**src/rtl/dmpd_pkg.sv**
```systemverilog
// ----------------------------------------------------------------------------
// dmpd_pkg
// Shared types, codes and helper functions for the dual motor PWM drive.
// ----------------------------------------------------------------------------
`default_nettype none

package dmpd_pkg;

	// default PWM period in ticks
	localparam int PERIOD_DEF = 100;

	// speed limits, signed percent
	localparam logic signed [7:0] SPEED_MAX = 8'sd100;
	localparam logic signed [7:0] SPEED_MIN = -8'sd100;

	// register reset value and map
	localparam logic [6:0] TURN_STEP_RST  = 7'd5;
	localparam int         APB_ADDR_W     = 3;
	localparam int         APB_DATA_W     = 32;
	localparam logic       REG_TURN_STEP  = 1'b0;

	// request codes
	typedef enum logic [2:0] {
		REQ_TICK       = 3'd0,
		REQ_GO         = 3'd1,
		REQ_STOP       = 3'd2,
		REQ_HALT       = 3'd3,
		REQ_TURN_LEFT  = 3'd4,
		REQ_TURN_RIGHT = 3'd5,
		REQ_NEUTRAL    = 3'd6
	} req_e;

	// bridge drive codes
	typedef enum logic [1:0] {
		DRV_COAST = 2'd0,
		DRV_FWD   = 2'd1,
		DRV_BACK  = 2'd2,
		DRV_BRAKE = 2'd3
	} drive_e;

	typedef struct packed {
		logic [2:0]        req_type;
		logic signed [7:0] left_cmd_speed;
		logic signed [7:0] right_cmd_speed;
	} in_item_t;

	typedef struct packed {
		logic [1:0]        left_drive;
		logic [1:0]        right_drive;
		logic signed [7:0] left_speed_now;
		logic signed [7:0] right_speed_now;
		logic              driving;
	} out_item_t;

	// saturate a commanded speed to +/-100
	function automatic logic signed [7:0] clamp_cmd(input logic signed [7:0] v);
		logic signed [7:0] r;
		r = v;
		if (v > SPEED_MAX) begin
			r = SPEED_MAX;
		end else if (v < SPEED_MIN) begin
			r = SPEED_MIN;
		end
		return r;
	endfunction

	// subtract the turn step, saturating at -100
	function automatic logic signed [7:0] sat_sub(input logic signed [7:0] v,
		input logic [6:0] step);
		logic signed [8:0] d;
		logic signed [7:0] r;
		d = $signed({v[7], v}) - $signed({2'b00, step});
		r = d[7:0];
		if (d < $signed({SPEED_MIN[7], SPEED_MIN})) begin
			r = SPEED_MIN;
		end
		return r;
	endfunction

	// bridge state from speed and phase
	function automatic logic [1:0] bridge(input logic act,
		input logic signed [7:0] spd, input logic [7:0] phase);
		logic [6:0] mag;
		logic [1:0] r;
		mag = spd[7] ? 7'(-spd) : spd[6:0];
		r   = DRV_COAST;
		if (!act) begin
			r = DRV_BRAKE;
		end else if ({1'b0, mag} > phase) begin
			r = spd[7] ? DRV_BACK : DRV_FWD;
		end
		return r;
	endfunction

endpackage

`default_nettype wire

```
**src/rtl/dmpd_cfg.sv**
```systemverilog
// ----------------------------------------------------------------------------
// dmpd_cfg
// APB register file holding the turn step.
// ----------------------------------------------------------------------------
`default_nettype none

module dmpd_cfg import dmpd_pkg::*; (
	input  wire logic                  clk,
	input  wire logic                  arst_n,
	input  wire logic                  psel,
	input  wire logic                  penable,
	input  wire logic                  pwrite,
	input  wire logic [APB_ADDR_W-1:0] paddr,
	input  wire logic [APB_DATA_W-1:0] pwdata,
	output logic      [APB_DATA_W-1:0] prdata,
	output logic                       pready,
	output logic      [6:0]            turn_step
);

	logic [6:0] turn_step_q;
	logic       hit;

	// register index is the word address bit
	assign hit    = (paddr[2] == REG_TURN_STEP);
	assign pready = 1'b1;

	// register write
	always_ff @(posedge clk or negedge arst_n) begin
		if (!arst_n) begin
			turn_step_q <= TURN_STEP_RST;
		end else if (psel && penable && pwrite && hit) begin
			turn_step_q <= pwdata[6:0];
		end
	end

	// read back
	always_comb begin
		prdata = '0;
		if (hit) begin
			prdata = {{(APB_DATA_W-7){1'b0}}, turn_step_q};
		end
	end

	assign turn_step = turn_step_q;

endmodule

`default_nettype wire

```
**src/rtl/dmpd_core.sv**
```systemverilog
// ----------------------------------------------------------------------------
// dmpd_core
// Speed and PWM phase state, command decode and bridge drive decision.
// ----------------------------------------------------------------------------
`default_nettype none

module dmpd_core import dmpd_pkg::*; #(
	parameter int PERIOD = PERIOD_DEF
) (
	input  wire logic       clk,
	input  wire logic       arst_n,
	input  wire logic       step,
	input  wire in_item_t   item,
	input  wire logic [6:0] turn_step,
	output out_item_t       result
);

	localparam int PH_W = $clog2(PERIOD);
	localparam logic [PH_W-1:0] PH_LAST = PH_W'(PERIOD - 1);

	logic signed [7:0] left_q, right_q, left_d, right_d;
	logic              active_q, active_d;
	logic [PH_W-1:0]   phase_q, phase_d, ph_now;
	logic              restart;

	// apply the command
	always_comb begin
		left_d   = left_q;
		right_d  = right_q;
		active_d = active_q;
		ph_now   = phase_q;
		restart  = 1'b0;
		case (req_e'(item.req_type))
			REQ_GO: begin
				left_d  = clamp_cmd(item.left_cmd_speed);
				right_d = clamp_cmd(item.right_cmd_speed);
				restart = 1'b1;
			end
			REQ_STOP: begin
				left_d  = '0;
				right_d = '0;
				restart = 1'b1;
			end
			REQ_HALT: begin
				left_d   = '0;
				right_d  = '0;
				active_d = 1'b0;
				ph_now   = '0;
			end
			REQ_TURN_LEFT: begin
				right_d = sat_sub(right_q, turn_step);
				restart = 1'b1;
			end
			REQ_TURN_RIGHT: begin
				left_d  = sat_sub(left_q, turn_step);
				restart = 1'b1;
			end
			REQ_NEUTRAL: begin
				if (left_q > right_q) begin
					right_d = left_q;
					restart = 1'b1;
				end else if (left_q < right_q) begin
					left_d  = right_q;
					restart = 1'b1;
				end
			end
			default: begin
			end
		endcase
		if (restart) begin
			active_d = 1'b1;
			ph_now   = '0;
		end
	end

	// outputs from the updated state
	always_comb begin
		result.left_drive      = bridge(active_d, left_d, 8'(ph_now));
		result.right_drive     = bridge(active_d, right_d, 8'(ph_now));
		result.left_speed_now  = left_d;
		result.right_speed_now = right_d;
		result.driving         = active_d;
	end

	// phase advance with wrap, held at zero while halted
	always_comb begin
		phase_d = '0;
		if (active_d && ph_now != PH_LAST) begin
			phase_d = ph_now + 1'b1;
		end
	end

	// state registers
	always_ff @(posedge clk or negedge arst_n) begin
		if (!arst_n) begin
			left_q   <= '0;
			right_q  <= '0;
			active_q <= 1'b1;
			phase_q  <= '0;
		end else if (step) begin
			left_q   <= left_d;
			right_q  <= right_d;
			active_q <= active_d;
			phase_q  <= phase_d;
		end
	end

endmodule

`default_nettype wire

```
**src/rtl/dual_motor_pwm_drive.sv**
```systemverilog
// ----------------------------------------------------------------------------
// dual_motor_pwm_drive
// Two-channel direction and duty PWM drive for left and right H-bridges.
//
//   channel  | direction | handshake         | payload
//   ---------+-----------+-------------------+-----------------------
//   in       | input     | in_valid/in_stall | in_data  (in_item_t)
//   out      | output    | out_valid/out_stall | out_data (out_item_t)
//   apb      | slave     | psel/penable/pready | turn_step register
//
// One request per clock while out_stall is low: an accepted request sits in
// the input register, is evaluated combinationally against the speed and
// phase state and lands in the result register.
// out_stall holds the result register and backs up into in_stall.
// Reset clears speeds and phase and leaves the drive active at zero speed.
// ----------------------------------------------------------------------------
`default_nettype none

module dual_motor_pwm_drive import dmpd_pkg::*; #(
	parameter int PERIOD = PERIOD_DEF
) (
	input  wire logic                  clk,
	input  wire logic                  arst_n,
	input  wire logic                  in_valid,
	output logic                       in_stall,
	input  wire in_item_t              in_data,
	output logic                       out_valid,
	input  wire logic                  out_stall,
	output out_item_t                  out_data,
	input  wire logic                  psel,
	input  wire logic                  penable,
	input  wire logic                  pwrite,
	input  wire logic [APB_ADDR_W-1:0] paddr,
	input  wire logic [APB_DATA_W-1:0] pwdata,
	output logic      [APB_DATA_W-1:0] prdata,
	output logic                       pready
);

	logic       valid_s1;
	in_item_t   item_s1;
	logic       valid_s2;
	out_item_t  data_s2;
	out_item_t  result;
	logic [6:0] turn_step;
	logic       out_free, advance;

	// flow control
	assign out_free = !valid_s2 || !out_stall;
	assign advance  = valid_s1 && out_free;
	assign in_stall = valid_s1 && !out_free;

	// input register
	always_ff @(posedge clk or negedge arst_n) begin
		if (!arst_n) begin
			valid_s1 <= 1'b0;
		end else if (!in_stall) begin
			valid_s1 <= in_valid;
		end
	end

	always_ff @(posedge clk) begin
		if (in_valid && !in_stall) begin
			item_s1 <= in_data;
		end
	end

	dmpd_cfg u_cfg (
		.clk       (clk),
		.arst_n    (arst_n),
		.psel      (psel),
		.penable   (penable),
		.pwrite    (pwrite),
		.paddr     (paddr),
		.pwdata    (pwdata),
		.prdata    (prdata),
		.pready    (pready),
		.turn_step (turn_step)
	);

	dmpd_core #(
		.PERIOD (PERIOD)
	) u_core (
		.clk       (clk),
		.arst_n    (arst_n),
		.step      (advance),
		.item      (item_s1),
		.turn_step (turn_step),
		.result    (result)
	);

	// result register
	always_ff @(posedge clk or negedge arst_n) begin
		if (!arst_n) begin
			valid_s2 <= 1'b0;
		end else if (out_free) begin
			valid_s2 <= valid_s1;
		end
	end

	always_ff @(posedge clk) begin
		if (advance) begin
			data_s2 <= result;
		end
	end

	assign out_valid = valid_s2;
	assign out_data  = data_s2;

endmodule

`default_nettype wire

```
**config.mk**
```make
export PLATFORM = sky130hd
export DESIGN_NAME = dual_motor_pwm_drive
export DESIGN_NICKNAME = d
export VERILOG_FILES = /design/src/rtl/dmpd_pkg.sv /design/src/rtl/dmpd_cfg.sv /design/src/rtl/dmpd_core.sv /design/src/rtl/dual_motor_pwm_drive.sv
export SDC_FILE = /design/constraint.sdc
export NUM_CORES = 1
export LEC_CHECK = 0
export BUFFER_PORTS_ARGS = -buffer_cell sky130_fd_sc_hd__buf_2
export CAP_MARGIN = 10
export CORE_AREA = 5 5 104 106
export CTS_CLUSTER_DIAMETER = 80
export DETAILED_ROUTE_END_ITERATION = 7
export DIE_AREA = 0 0 109 111
export PLACE_DENSITY = 0.81
export REMOVE_ABC_BUFFERS = 1
export SLEW_MARGIN = 25
export SYNTH_ARGS = -nofsm -noshare
export SYNTH_HDL_FRONTEND = slang
export SYNTH_SLANG_ARGS = --single-unit
```
**constraint.sdc**
```tcl
create_clock -name clk -period 6.1 [get_ports clk]
set_input_delay 1.22 -clock clk [delete_from_list [all_inputs] [get_ports clk]]
set_output_delay 1.22 -clock clk [all_outputs]
set_load 0.05 [all_outputs]
```
==> results of run 1 <==
## registers in the layout (all words and copies together), names as in the netlist
name and cells:
u_core.active_q 1, u_core.right_q 8, u_core.left_q 8, u_core.phase_q 7, valid_s1 1, out_valid 1
out_data 21, u_cfg.turn_step 7, item_s1 19
## area by class of cell
| class | count | area share |
|---|---|---|
| clock buffer | 12 | 0.02324 |
| clock inverter | 4 | 0.003873 |
| inverter | 36 | 0.02324 |
| multi-input combinational | 437 | 0.5162 |
| sequential | 73 | 0.3493 |
| tap | 133 | 0.02862 |
| timing repair buffer | 64 | 0.05552 |
## per-stage QoR
step                hold WS [ps]  std cells    util
detailed placement         479.1        743  0.5841
global route               528.7        759  0.6004
global placement           463.3        743  0.5841
floorplan                  457.4        546       -
finish                     493.6        759  0.6004
CTS                        499.5        759  0.6004
## kinds of logic (layout without fill, tap and decap cells)
| kind of cell | Yosys count | after routing | share of synthesized area |
|---|---|---|---|
| AND/OR/NAND/NOR | 175 | 175 | 0.1602 |
| AO/OA/AOI/OAI | 162 | 162 | 0.2249 |
| buffers and inverters | 74 | 116 | 0.07645 |
| flip-flops | 73 | 73 | 0.3795 |
| adder cells (fa/ha/maj) | 42 | 42 | 0.1010 |
| XOR/XNOR | 23 | 23 | 0.03764 |
| multiplexers | 9 | 9 | 0.01894 |
| other | 2 | 26 | 0.001403 |
## final timing paths
check                      slack [ps]                           from  cells after the start                       endpoint
max                               880  u_core.right_q[7]$_DFFE_PN0P_                     22     out_data[19]$_SDFFCE_PN1P_
min                               490           valid_s1$_DFFE_PN0N_                      1          out_valid$_DFFE_PN0N_
max reg2reg                       880  u_core.right_q[7]$_DFFE_PN0P_                     22     out_data[19]$_SDFFCE_PN1P_
min reg2reg                       490           valid_s1$_DFFE_PN0N_                      1          out_valid$_DFFE_PN0N_
max in group asynchronous        4660                         arst_n                      1  u_core.right_q[2]$_DFFE_PN0P_
min in group asynchronous         930                         arst_n                      1  u_core.phase_q[1]$_DFFE_PN0P_
## routing by layer
| metal | global-route usage | vias to the layer above |
|---|---|---|
| met3 | 0.03902 | 42 |
| met5 | 0 | - |
| met4 | 0.1094 | 0 |
| li1 | - | 2131 |
| met2 | 0.3448 | 214 |
| met1 | 0.3016 | 2072 |
## worst max-delay path, delay by kind of cell, from the launching register on
family	cells	cell delay [ps]
AOI/OAI and AO/OA	11	2220
and+or+nand+nor	6	920
adders and majority gates	2	660
buffers and inverters	2	560
DFF	1	480
xor gates and xnor gates	1	130
## Yosys cell counts, types with 4 or more instances
cell,n,area share
a211oi_1,5,0.0070
a21o_1,11,0.015
a21oi_1,28,0.026
a31oi_1,9,0.011
and3_1,5,0.0058
buf_4,27,0.038
clkbuf_1,6,0.0042
dfrtp_1,30,0.14
edfxtp_1,40,0.22
ha_1,40,0.094
inv_1,34,0.024
mux2_2,9,0.019
nand2_1,66,0.046
nand2b_1,10,0.012
nand3_1,9,0.0084
nor2_1,37,0.026
nor2b_1,7,0.0082
nor3_1,7,0.0065
o21a_1,10,0.014
o21ai_0,38,0.036
o31ai_1,4,0.0056
or2_2,4,0.0047
or3_1,5,0.0058
xnor2_1,20,0.033
## power breakdown
group	internal (mW)	switching, mW	total (mW)
Combinational	0.705	1.11	1.82
Clock	0.146	0.178	0.324
Sequential	0.653	0.118	0.770
Total	1.50	1.41	2.91
==> key figures, run 1 <==
Global routing
  • Antenna violations before repair: 0
  • Vias in the first global route: between 4000 and 5000
  • First-pass GRT wire length: roughly 21000 um
  • Tot GR Track Use: 0.2239
  • Grt ovf: 0
  • Largest net degree at the start of global routing: 38

Timing
  • Final WS setup: a little under 900 ps
  • Final setup viols: 0
  • Unrepaired setup endpoints after global routing: false
  • Final Max Tran Viols: 0
  • Period minus WS final: between 5000 and 6000 ps
  • Worst-Margin Slew: between 800 and 900 ps
  • Setup tns final: 0 ps
  • Slew HR: 0.4045
  • Setup Skew: around 13 ps
  • Fmax: around 190 MHz
  • Final Hold Viols: 0
  • Final Cycle Share: 0.8559

Die
  • Initial core utilization: 0.5526
  • Core Box Area: between 9000 and 10000 um2
  • Die extent in x: between 100 and 150 um
  • Die area: 12100 um2
  • Site row count: 36
  • Die height: approximately 110 um
  • # IOs: ~120

Logic synthesis
  • Post-synth EDFFs: 40
  • Post-synthesis cell type count: 85
  • #FFs+latches synth: 73
  • Post-synth ARST share: 0.4521
  • Avg Inst Size Synth: roughly 9.6 um2
  • Syn Inst Count: 560
  • YS warnings: 0
  • Syn Std Cell Area: roughly 5400 um2
  • Seq/Total Area, Yosys: 0.3795
  • Main synth FF type: edfxtp_1

Place
  • Placed inst area: ~5700 um2
  • HPWL after detailed placement: 10360 um
  • Post-place setup slack: about 950 ps
  • Buffers added on ports: 63
  • GPL Wtd Cong: 0.9375

Drt
  • Met1 wire length: 5483 um
  • First DRT Iteration DRCs: 323
  • DRT Wirelength: ~13000 um
  • DR WL met2: 6042 um
  • Met3 wire length: around 1100 um
  • DR WL/cell: approximately 17 um
  • Vias/cell: around 5.9
  • Highest routed layer: met4
  • # DRC: 0
  • Antenna-violating nets left: 0
  • Pre-antenna DRT Iters: 5
  • Via count: roughly 4500

Pwr
  • VDD IR max: 0.2018 mV
  • Pwr Total: 2.913 mW
  • PwrDens: 500.9 nW/um2
  • Leakage power: about 2.6 nW

Setup path
  • Crit Path Max Fanout: 13
  • Critical path's slowest cell: a211oi_1
  • Arr. time, crit path: between 5000 and 6000 ps
  • Kind of critical path: reg2reg
  • Worst setup SP type: flop
  • Most frequent CP cell: o21a_1
  • Worst Setup End Kind: flop
  • Crit-path max cell delay: 490 ps
  • Data required, critical path: ~6200 ps
  • Crit path cell chain: inv_1 -> ha_1 -> and4_1 -> o2111ai_2 -> a31oi_4 -> nor2_1 -> nand2_1 -> o31ai_1 -> a211oi_1 -> clkinv_1 -> nand2_1 -> xnor2_1 -> ha_1 -> nor2b_1 -> o21a_1 -> o21a_1 -> o21a_1 -> o21ai_0 -> nand2b_1 -> a21oi_1 -> a41oi_1 -> a21o_1

Clock tree
  • CTS Root Cell: clkbuf_8
  • Sink Count: 73
  • CTS buffer count: 9
  • CTS resizes: 0
  • Post-CTS Hold Fix Bufs: 0
  • Worst-Skew Late Latency: ~360 ps
  • Setup bufs post-CTS: 0
  • Reg clk slew, reported paths: around 80 ps
  • Clock buffer depth: 2
  • H-tree levels: 3
  • CTS tree: yes

Final layout
  • Layout area overhead: 8.651%
  • Post-route cell area: around 5800 um2
  • Most frequent cells in the layout: nand2_1 (66), buf_2 (63), ha_1 (40), edfxtp_1 (40), o21ai_0 (38)
  • Commonest non-fill, non-tap cell in the layout: nand2_1
  • Area of the multi-input gates: ~3000 um2
  • Sequential cell area: 2031 um2
  • Fill count: roughly 850
  • Share of cells above drive strength 1: 0.1853
  • Nets: 724
  • Ant. Diodes: 0

Status
  • Status: finished, final reports clean

Min path
  • Hold Path Class: reg2reg

Job
  • Max Cap Viol: 0
Note: power is estimated with default switching activity, not from simulation.
==> inputs of run 2 (changes only) <==
CORE_AREA = 5 5 113 115   (was 5 5 104 106)
DIE_AREA = 0 0 118 120   (was 0 0 109 111)
PLACE_DENSITY = 0.7   (was 0.81)
==> run 2 against run 1 <==
  * Cell count increased by 2.2%
  * Fmax increased by 1.2%
  * Non-clock buffer count increased by 3
  * Via count decreased by 2.5%
  * Critical path type unchanged
  * Clock power increased by 50%
  * Die area increased by 17%
  * Register-to-register slack improved by 60 ps
  * Critical path depth decreased by 1
  * Core utilization decreased by 9.1 points
==> key figures, run 2 (synthesized netlist as in run 1, its figures left out) <==
Status
  • Status: finished, final reports clean

Place
  • Placed inst area: around 5700 um2
  • GPL Wtd Cong: just over 0.9
  • HPWL after detailed placement: roughly 11000 um
  • Post-place setup slack: around 1100 ps
  • Cell Count Post-Placement: 760
  • Buffers added on ports: 63

Final layout
  • Post-route cell area: 5964 um2
  • Layout area overhead: 11.46%
  • Nets: about 730
  • Ant. Diodes: 0
  • Final Util: 0.5093
  • Share of cells above drive strength 1: 0.1876
  • Post-Layout Cell Count: 776
  • Most frequent cells in the layout: nand2_1 (66), buf_2 (63), ha_1 (40), edfxtp_1 (40), o21ai_0 (38)
  • Commonest non-fill, non-tap cell in the layout: nand2_1
  • Max FFs per register: 21

Clock tree
  • CTS buffer count: 9
  • H-tree levels: 3
  • Setup bufs post-CTS: 0
  • Worst-Skew Late Latency: approximately 340 ps
  • Sink Count: 73
  • CTS resizes: 0
  • CTS tree: yes
  • CTS Root Cell: clkbuf_16
  • Post-CTS Hold Fix Bufs: 0
  • Reg clk slew, reported paths: 60 ps
  • Clock buffer depth: 2

Timing
  • Unrepaired setup endpoints after global routing: false
  • Final setup viols: 0
  • Period minus WS final: 5160 ps
  • Final Max Tran Viols: 0
  • Setup tns final: 0 ps
  • Worst-Margin Slew: approximately 850 ps
  • Fmax: about 190 MHz
  • Final Cycle Share: 0.8459
  • Final WS setup: 939.9 ps
  • Setup Skew: roughly 3.3 ps
  • Final Hold Viols: 0
  • Slew HR: 0.4243

Setup path
  • Critical path's slowest cell: dfrtp_1
  • Critical path's top delay family: compound AO/OA/AOI/OAI gates
  • R2r setup slk: between 900 and 1000 ps
  • Crit Path Max Fanout: 13
  • Crit-path max cell delay: ~500 ps
  • Most frequent CP cell: o21a_1
  • Data required, critical path: between 6000 and 7000 ps
  • Critical path depth in cells: 21
  • CP bufs+invs: 1
  • Crit path cell chain: inv_1 -> ha_1 -> and4_1 -> o2111ai_2 -> a31oi_4 -> and2_1 -> nor2_1 -> o2111ai_1 -> a21boi_2 -> nand2_1 -> xnor2_1 -> ha_1 -> nor2b_1 -> o21a_1 -> o21a_1 -> o21a_1 -> o21ai_0 -> nand2b_1 -> a21oi_1 -> a41oi_1 -> a21o_1
  • Arr. time, crit path: 5260 ps
  • Worst r2r path cells: 21
  • Kind of critical path: reg2reg
  • Worst Setup End Kind: flop
  • Worst setup SP type: flop

Drt
  • Pre-antenna DRT Iters: 5
  • DR WL/cell: around 17 um
  • Via count: around 4300
  • Vias/cell: 5.604
  • # DRC: 0
  • First DRT Iteration DRCs: around 390
  • DRT Wirelength: ~14000 um
  • Antenna-violating nets left: 0

Die
  • Site row count: 40
  • # IOs: ~120
  • Die height: roughly 120 um
  • Die area: around 14000 um2
  • Die extent in x: between 100 and 150 um
  • Initial core utilization: 0.4569
  • Core Box Area: between 10000 and 15000 um2

Pwr
  • PwrDens: 513.9 nW/um2
  • Leakage power: 2.636 nW
  • VDD IR max: between 0.2 and 0.25 mV

Global routing
  • Antenna violations before repair: 0
  • Met2 Track Usage GR: 0.3034
  • Met1 usage: 0.2495
  • Vias in the first global route: between 4000 and 5000
  • Grt ovf: 0
  • Busiest metal layer after global routing: met2
  • First-pass GRT wire length: 21750 um
  • Met3 Use GR: 0.04336
  • Tot GR Track Use: 0.1926
  • Largest net degree at the start of global routing: 34

Job
  • Max Cap Viol: 0

Min path
  • Hold path depth: 1
  • Hold Path Class: reg2reg
## run 2: final timing paths
| kind | end | from |
|---|---|---|
| setup / recovery | out_data[18]$_SDFFCE_PN1P_ | u_core.right_q[7]$_DFFE_PN0P_ |
| hold / removal | out_valid$_DFFE_PN0N_ | valid_s1$_DFFE_PN0N_ |
| setup reg to reg | out_data[18]$_SDFFCE_PN1P_ | u_core.right_q[7]$_DFFE_PN0P_ |
| hold reg to reg | out_valid$_DFFE_PN0N_ | valid_s1$_DFFE_PN0N_ |
| max in group asynchronous | u_core.left_q[6]$_DFFE_PN0P_ | arst_n |
| min in group asynchronous | u_cfg.turn_step[5]$_DFFE_PN0P_ | arst_n |
## run 2: final cells by class
class	count	area, um2
Multi-Input combinational cell	437	3002
Timing Repair Buffer	67	345.3
Clock inverter	3	17.52
Tap cell	147	183.9
Fill cell	1075	5747
Sequential cell	73	2031
Inverter	36	135.1
Clock buffer	13	250.2
## run 2: metrics by stage
stage	hold WS (ps)	power, mW
6_report	496.9	3.065
5_1_grt	528.2	3.298
4_1_cts	499.2	3.069
3_5_place_dp	484.3	2.564
3_3_place_gp	469.1	2.521
2_1_floorplan	457.4	2.154
## run 2: per-layer routing
layer,vias up,routed length (um)
li1,2126,-
met1,2005,6031
met2,178,6123
met3,40,852
met4,0,570
met5,-,0
## run 2: power breakdown
part	internal, mW	leakage, nW	switching (mW)
clock	0.285	0.130	0.201
sequential	0.654	0.804	0.122
combinational	0.700	1.70	1.10
total	1.64	2.64	1.43
## run 2: worst reg2reg max path, cell delays in order, from the launching register on
cell       delay [ps]
dfrtp_1           500
inv_1             210
ha_1              390
and4_1            280
o2111ai_2         180
a31oi_4           410
and2_1            350
nor2_1             70
o2111ai_1         180
a21boi_2          480
nand2_1           130
xnor2_1           150
ha_1              270
nor2b_1           130
o21a_1            160
o21a_1            160
o21a_1            160
o21ai_0           180
nand2b_1           90
a21oi_1           140
a41oi_1            80
a21o_1            210
==> inputs of run 3 (changes only) <==
ABC_AREA = 1   (was default)
CORE_AREA = 5 5 116 118   (was 5 5 113 115)
DIE_AREA = 0 0 121 123   (was 0 0 118 120)
PLACE_DENSITY = 0.69   (was 0.7)
clock period = 5 ns   (was 6.1 ns; I/O delays follow)
==> run 3 against run 2 <==
  * Fmax rose by 20%
  * Sequential cell count stayed put
  * Wire length decreased by 3.9%
  * Critical endpoint is now out_data[20]$_SDFFCE_PN1P_
  * Largest power group unchanged
==> key figures, run 3 <==
Status
  • Status: finished, final reports clean

Setup path
  • Crit Path Max Fanout: 12
  • Most frequent CP cell: nand2_1
  • Critical path's top delay family: simple AND/OR/NAND/NOR gates
  • Kind of critical path: reg2reg
  • Worst Setup End Kind: flop
  • Data required, critical path: between 5000 and 6000 ps
  • Worst setup path start: u_core.right_q[7]$_DFFE_PN0P_
  • Arr. time, crit path: about 4400 ps
  • Crit-path max cell delay: ~380 ps
  • CP bufs+invs: 3
  • Worst setup SP type: flop
  • Critical path's slowest cell: dfrtp_1
  • R2R Path Start: u_core.right_q[7]$_DFFE_PN0P_

Pwr
  • PwrDens: 576.7 nW/um2
  • VDD IR max: between 0.2 and 0.3 mV
  • Leakage power: 3.288 nW

Place
  • HPWL after detailed placement: ~10000 um
  • Post-place setup slack: 754.0 ps
  • GPL Wtd Cong: a little over 0.9
  • Buffers added on ports: 63
  • Placed inst area: between 6000 and 7000 um2

Logic synthesis
  • Syn Inst Count: between 700 and 800
  • Syn Std Cell Area: between 5000 and 6000 um2
  • #FFs+latches synth: 73
  • YS warnings: 0
  • Post-synth EDFFs: 40
  • Top-count cell post-synth: nand2_1
  • Share of the synthesized area in the top cell type: 0.2135
  • Main synth FF type: edfxtp_1
  • Commonest cells post-synth: nand2_1 (227), inv_1 (124), nand3_1 (57), nor2_1 (57)
  • Synth top area cells: edfxtp_1 (21%), nand2_1 (15%), dfrtp_1 (13%), ha_1 (8.9%), inv_1 (8.3%)
  • Post-synth ARST share: 0.4521
  • Seq/Total Area, Yosys: 0.3609
  • Cell taking the most area after synthesis: edfxtp_1
  • Avg Inst Size Synth: between 7 and 8 um2
  • Post-synthesis cell type count: 45

Clock tree
  • CTS buffer count: 9
  • CTS resizes: 0
  • Post-CTS Hold Fix Bufs: 0
  • Sink Count: 73
  • Setup bufs post-CTS: 0
  • H-tree levels: 3
  • Clock buffer depth: 2
  • Worst-Skew Late Latency: 350 ps
  • CTS tree: yes
  • CTS Root Cell: clkbuf_16
  • Reg clk slew, reported paths: approximately 60 ps

Die
  • Die extent in x: roughly 120 um
  • # IOs: about 120
  • Die area: 14880 um2
  • Site row count: 41
  • Die height: 123 um
  • Initial core utilization: 0.4551
  • Core Box Area: about 12000 um2

Timing
  • Final Hold Viols: 0
  • Final Cycle Share: 0.8585
  • Final Max Tran Viols: 0
  • Fmax: approximately 230 MHz
  • Setup Skew: approximately 11 ps
  • Period minus WS final: 4293 ps
  • Worst-Margin Slew: 843.5 ps
  • Unrepaired setup endpoints after global routing: false
  • Final setup viols: 0
  • Final Hold Slack: 477.3 ps
  • Setup tns final: 0 ps
  • Final WS setup: 707.5 ps
  • Slew HR: 0.4370

Drt
  • First DRT Iteration DRCs: 360
  • Via count: between 4000 and 5000
  • Pre-antenna DRT Iters: 6
  • DRT Wirelength: approximately 13000 um
  • DR WL/cell: around 13 um
  • Antenna-violating nets left: 0
  • # DRC: 0
  • Vias/cell: 4.871

Final layout
  • Share of cells above drive strength 1: 0.1420
  • Layout area overhead: 12.30%
  • Sequential cell area: a little over 2000 um2
  • Commonest non-fill, non-tap cell in the layout: nand2_1
  • Most frequent cells in the layout: nand2_1 (227), inv_1 (124), buf_2 (63), nor2_1 (57), nand3_1 (57)
  • Nets: roughly 940
  • Post-route cell area: approximately 6300 um2
  • Max FFs per register: 21
  • Final Util: 0.5111
  • Ant. Diodes: 0
  • Area of the multi-input gates: roughly 2900 um2
  • Fill count: roughly 1200

Global routing
  • Grt ovf: 0
  • Antenna violations before repair: 0
  • Tot GR Track Use: 0.1836
  • Vias in the first global route: 4474
  • Largest net degree at the start of global routing: 34
  • First-pass GRT wire length: 21480 um

Job
  • Max Cap Viol: 0

Min path
  • Hold Path Class: reg2reg
  • Hold Startpoint: valid_s1$_DFFE_PN0N_
[run 3: cell count changes after synthesis, sizes merged, moves of 9 or more]
cell    delta
xnor2     -18
nand2b    -10
nand3     +50
o21a      -10
nand4     +19
a31oi     -10
nand2    +165
a21o      -11
nor2      +30
mux2       -9
inv       +97
[run 3: area by class of cell]
cell class | instances | share of cell area
well taps | 172 | 0.03406
clock inverters | 3 | 0.003564
flip-flops and latches | 73 | 0.3214
multi-input cells | 550 | 0.4650
clock buffers | 13 | 0.04297
inverters | 132 | 0.07842
repair buffers | 67 | 0.05465
[run 3: stage by stage]
stage / power [mW] / instances
2_1_floorplan: 2.535 / 755
3_3_place_gp: 2.968 / 994
3_5_place_dp: 3.000 / 994
4_1_cts: 3.651 / 1010
5_1_grt: 4.008 / 1010
6_report: 3.644 / 1010
[run 3: per-layer routing]
| metal | up-vias | GRT usage | part of all wire |
|---|---|---|---|
| li1 | 2562 | - | - |
| met1 | 2192 | 0.2459 | 0.47 |
| met2 | 138 | 0.2939 | 0.45 |
| met3 | 28 | 0.03660 | 0.057 |
| met4 | 0 | 0.07224 | 0.025 |
| met5 | - | 0 | 0 |
[run 3: kinds of logic (layout without fill, tap and decap cells)]
logic type / after synthesis / after routing / share of synthesized area
adders and majority gates: 42 / 42 / 0.09606
DFF: 73 / 73 / 0.3609
xor gates and xnor gates: 9 / 9 / 0.01401
other: 2 / 26 / 0.001335
and+or+nand+nor: 391 / 391 / 0.3120
AOI/OAI and AO/OA: 82 / 82 / 0.08272
buffers and inverters: 170 / 215 / 0.1330
[run 3: worst register-to-register path, cell delays in order, from the launching register on]
cell,delay [ps]
dfrtp_1,380
inv_1,220
ha_1,290
nand2_1,100
nor2_1,70
nor2_2,90
nand2_1,60
nand2_1,300
nand2_1,360
inv_1,200
nand2_1,70
nand3_1,80
nand4_2,220
nor2_2,250
nor2_1,90
xor2_1,130
inv_1,50
ha_1,300
a21oi_1,140
o21ai_0,90
a21oi_1,120
o21ai_0,90
a21oi_1,130
a41oi_1,70
nand2_1,100
nand2_1,40
[run 3: path summary, 6_finish.rpt]
kind	to	slack [ps]	depth (start not counted)
worst min-delay path	out_valid$_DFFE_PN0N_	480	2
worst max register to register	out_data[20]$_SDFFCE_PN1P_	710	25
min in group asynchronous	u_core.right_q[2]$_DFFE_PN0P_	750	1
worst max-delay path	out_data[20]$_SDFFCE_PN1P_	710	25
worst min register to register	out_valid$_DFFE_PN0N_	480	2
max in group asynchronous	u_core.phase_q[0]$_DFFE_PN0P_	3730	1
[run 3: power breakdown]
group	switching [mW]	internal, mW
clock	0.260	0.381
combinational	1.43	0.680
sequential	0.0921	0.798
total	1.78	1.86
